--- config.mk ---
export PLATFORM = sky130hd
export DESIGN_NAME = rlt_ram
export DESIGN_NICKNAME = d
export VERILOG_FILES = /design/src/rtl/rlt_ram.sv
export SDC_FILE = /design/constraint.sdc
export NUM_CORES = 1
export LEC_CHECK = 0
export ABC_CLOCK_PERIOD_IN_PS = 2800
export BUFFER_PORTS_ARGS = -buffer_cell sky130_fd_sc_hd__buf_4
export CORE_MARGIN = 2
export CORE_UTILIZATION = 40
export CTS_CLUSTER_DIAMETER = 30
export CTS_CLUSTER_SIZE = 12
export DETAILED_ROUTE_END_ITERATION = 8
export GPL_ROUTABILITY_DRIVEN = 0
export MAX_ROUTING_LAYER = met4
export SYNTH_ARGS = -nofsm -noshare
export SYNTH_HDL_FRONTEND = slang
export SYNTH_SLANG_ARGS = --single-unit
export TNS_END_PERCENT = 50
--- constraint.sdc ---
create_clock -name clk_i -period 2.8 [get_ports clk_i]
set_clock_uncertainty 0.1 [all_clocks]
set_input_delay 0.56 -clock clk_i [delete_from_list [all_inputs] [get_ports clk_i]]
set_output_delay 0.56 -clock clk_i [all_outputs]
set_load 0.02 [all_outputs]
--- src/rtl/rlt_ram.sv ---
// ----------------------------------------------------------------------------
// rlt_ram: generic simple dual-port RAM
// One write port and one read port, read data registered.
// ----------------------------------------------------------------------------
module rlt_ram #(
  parameter int unsigned WIDTH = 8,
  parameter int unsigned DEPTH = 16
) (
  input  logic                     clk_i,
  input  logic                     we_i,
  input  logic [$clog2(DEPTH)-1:0] waddr_i,
  input  logic [WIDTH-1:0]         wdata_i,
  input  logic [$clog2(DEPTH)-1:0] raddr_i,
  output logic [WIDTH-1:0]         rdata_o
);

  logic [WIDTH-1:0] mem_q [DEPTH];
  logic [WIDTH-1:0] rdata_q;

  always_ff @(posedge clk_i) begin
    if (we_i) begin
      mem_q[waddr_i] <= wdata_i;
    end
    rdata_q <= mem_q[raddr_i];
  end

  assign rdata_o = rdata_q;

endmodule

## Word level (Yosys, flattened, before mapping)

Memory sizes are Yosys's and may differ from the RTL's. A register that Yosys moved wholly into a read port is not among the register bits.
Cells that the tools add are included.

- Mux-type cells: 2

Operators with widths:

| kind | number |
|---|---|
| 2-to-1 mux 1 bit | 2 |

- Logic and storage cells: 3
- Memories kept: 1
- RAM bits: 128
- Flip-flop bits (word level): 0

Memories:

| memory | depth | bits a word | read ports | clocked after Yosys merged registers in | write ports | line | source |
|---|---|---|---|---|---|---|---|
| mem_q | 16 | 8 | 1 | 1 | 1 | 17 | `logic [WIDTH-1:0] mem_q [DEPTH];` |

## Logic depth before layout (Yosys ltp)

- Depth after elaboration: 2
- Gate-level depth with buffers: 5
- Gate-level depth less buffers: 3

## Worst setup path before layout

Ideal clock, no wire load.

- Path type: in2reg
- From: input waddr_i[2]
- To: memory mem_q[0][0], enable pin
- Arrival: 1.670 ns
- Setup slack: 0.647 ns
- Stages on the path: 2
- Path through: or3b_2 nor3_1

RTL lines:

| element | line | source |
|---|---|---|
| start, declared | 11 | `input logic [$clog2(DEPTH)-1:0] waddr_i,` |
| end, declared | 17 |  |

Straight into the memory's write port.

==> impl_results.md <==
- Syn_nets: between 200 and 250
- 1st-pass router iterations: 5
- Final Max Slew Viols: 0
- Initial antenna violation count: 0
- Worst Hold Class: in2reg
- Synth Instances: ~230
- All-layer global routing usage: roughly 16%
- Pwr per Cell Area: ~780 mW/mm^2
- Clock Path Buffers: 2
- #FFs+latches synth: 136
- Critical path arrival: 2.04 ns
- Tmin final: between 1.5 and 2 ns
- Clock Pin Slew Worst Setup and Hold Paths: 0.06 ns
- Delay-heaviest family, CP: multiplexers
- CP peak stage delay: 0.60 ns
- Ys Warns: 0
- H-tree depth: 4
- Nets@finish: about 300
- Largest area contributor in the netlist: edfxtp_1
- Run status: finished, final reports clean
- Post-synth EDFFs: approximately 130
- LEAKAGE: 2.12 nW
- Synth Flop Type: edfxtp_1
- Max_cap viols: 0
- Critical Path Fanout Max: 15
- Vias: approximately 2,400
- Post-DP HPWL: just over 6 mm
- Max-slew headroom: about 61%
- DRC Markers: 0
- Syn avg cell area: around 22 sq um
- Die W: 117 microns
- Netlist cell types: 19
- Antenna-violating nets left: 0
- # port buffers: 25
- CP most frequent cell: buf_4
- Element type at the critical path end: flip-flop
- Core ar.: 0.0126 sq mm
- First-pass GRT wire length: about 15 mm
- CTS Hold Bufs: 0
- CP Class: in2reg
- Area grow syn2layout: 21.2%
- Die Y: around 120 microns
- Critical Path Start Type: input pin
- Ports: 26
- Async set-or-reset flop fraction in the synthesized netlist: 0%
- Cell at the slowest stage of the critical path: mux4_1
- Final worst-path cycle share: 66.0%
- Site row count: 41
- Share of layout cells above drive strength 1: 32.4%
- Synth top area share: 74.7%
- Initial drt markers: roughly 220
- Hold Vio Cnt, Final: 0
- Area of the mapped netlist: ~0.0051 sq mm
- Worst-Skew Late Latency: slightly above 0.4 ns
- Die Area: ~0.014 sq mm
- WL per Instance: about 20 microns
- Vias in the first global route: between 2,000 and 2,500
- Root buffer cell: clkbuf_16
- Worst path bufs/invs: 2
- Number of CTS-inserted buffers: 17
- Crit-path cells: buf_4 -> buf_4 -> mux4_1 -> a22oi_1 -> nand2_1
- Final setup viols: 0
- Worst slew pin tran: 0.585 ns
- # diodes: 0
- Max IR drop VDD: between 0.0004 and 0.0005 V
- Final wirelength: just under 10 mm
- Final TNS setup: 0 ns
- TritonCTS clock tree: done
- Synth area leaders: edfxtp_1 75%, mux4_2 7.9%, mux4_1 7.1%
- Top-count cell post-synth: edfxtp_1
- Cts repair resizes: 0
- F_max: 0.541 GHz
- Largest net degree at the start of global routing: 33
- Fillers: between 900 and 1,000
- Setup bufs post-CTS: 0
- Clock Sinks: around 140
- Via density: slightly above 5
- Starting Density: 41.0%
- Synth cell count leaders: 128 x edfxtp_1, 18 x mux4_2, 16 x a22oi_1
- CP Data Required Time: about 3.0 ns
- GRT Residual Overflow: 0
- Sequential share of the synthesized area: approximately 80%
- RSZ-0062 raised after global routing: false
- Hold WS: approximately 0.36 ns
==> power by group <==
part | total (W) | switching (W) | internal [W]
Combinational | 0.000233 | 0.000130 | 0.000104
Sequential | 0.00229 | 0.0000150 | 0.00228
Clock | 0.00233 | 0.000833 | 0.00149
Total | 0.00485 | 0.000977 | 0.00387
==> flip-flops by register name (all words and copies together) (netlist names) <==
| name | cells |
|---|---|
| rdata_o | 8 |
| mem_q | 128 |
==> cell usage in the layout, fill, tap and decap left out <==
cell and instances:
mux4_1 14, clkinv_2 3, nor2_1 13, dfxtp_1 8
bufinv_16 4, nor3_1 4, or3b_2 1, buf_4 45
clkbuf_16 17, nand3_1 1, and2_1 1, nand2b_1 2
clkinv_4 1, a22oi_1 16, mux4_2 18, and2b_1 1
nor2b_1 1, clkinvlp_4 4, nand3b_1 2, inv_6 3
edfxtp_1 128, nand2_1 9
==> metrics by stage <==
| step | setup WS [ns] | total power [W] | instance area, sq um | utilization (%) | std cells |
|---|---|---|---|---|---|
| 3_5_place_dp | 0.534 | 0.00257 | 5610 | 44.7 | 436 |
| 2_1_floorplan | 0.647 | 0.00246 | 5150 | - | 229 |
| 6_report | 0.953 | 0.00485 | 6240 | 49.6 | 468 |
| 5_1_grt | 0.827 | 0.00500 | 6240 | 49.6 | 468 |
| 3_3_place_gp | 0.537 | 0.00257 | 5610 | 44.7 | 436 |
| 4_1_cts | 0.942 | 0.00489 | 6240 | 49.6 | 468 |
==> worst paths after layout <==
path / startpoint / end / slack [ns] / cells past startpoint
setup / recovery: raddr_i[0] / rdata_o[3]$_DFF_P_ / 0.95 / 5
setup reg to reg: mem_q[9][4]$_DFFE_PP_ / rdata_o[4]$_DFF_P_ / 1.33 / 3
hold / removal: wdata_i[2] / mem_q[4][2]$_DFFE_PP_ / 0.36 / 1
hold reg to reg: mem_q[5][4]$_DFFE_PP_ / rdata_o[4]$_DFF_P_ / 0.58 / 3
==> cells by family (layout without fill, tap and decap cells) <==
group / count (synthesis) / count (layout) / synth area share [%]
AOI/OAI and AO/OA: 16 / 16 / 2.33
buffers and inverters: 10 / 77 / 1.68
DFF: 136 / 136 / 77.8
muxes: 32 / 32 / 15.0
and+or+nand+nor: 35 / 35 / 3.18
==> per-layer routing <==
layer / vias up / global-route usage (%) / routed length, microns
li1: 1080 / - / -
met1: 1221 / 19.3 / 4320
met2: 59 / 23.9 / 4720
met3: 18 / 4.77 / 353
met4: 0 / 6.48 / 232
met5: - / - / 0
==> layout make-up <==
type	count	area (sq um)	area share (%)
well taps	172	215	3.45
clock inverters	15	200	3.21
repair buffers	45	338	5.41
flip-flops and latches	136	4000	64.2
clock buffers	17	425	6.82
multi-input cells	83	1060	16.9
No activity file was read; power rests on OpenSTA's default activity.
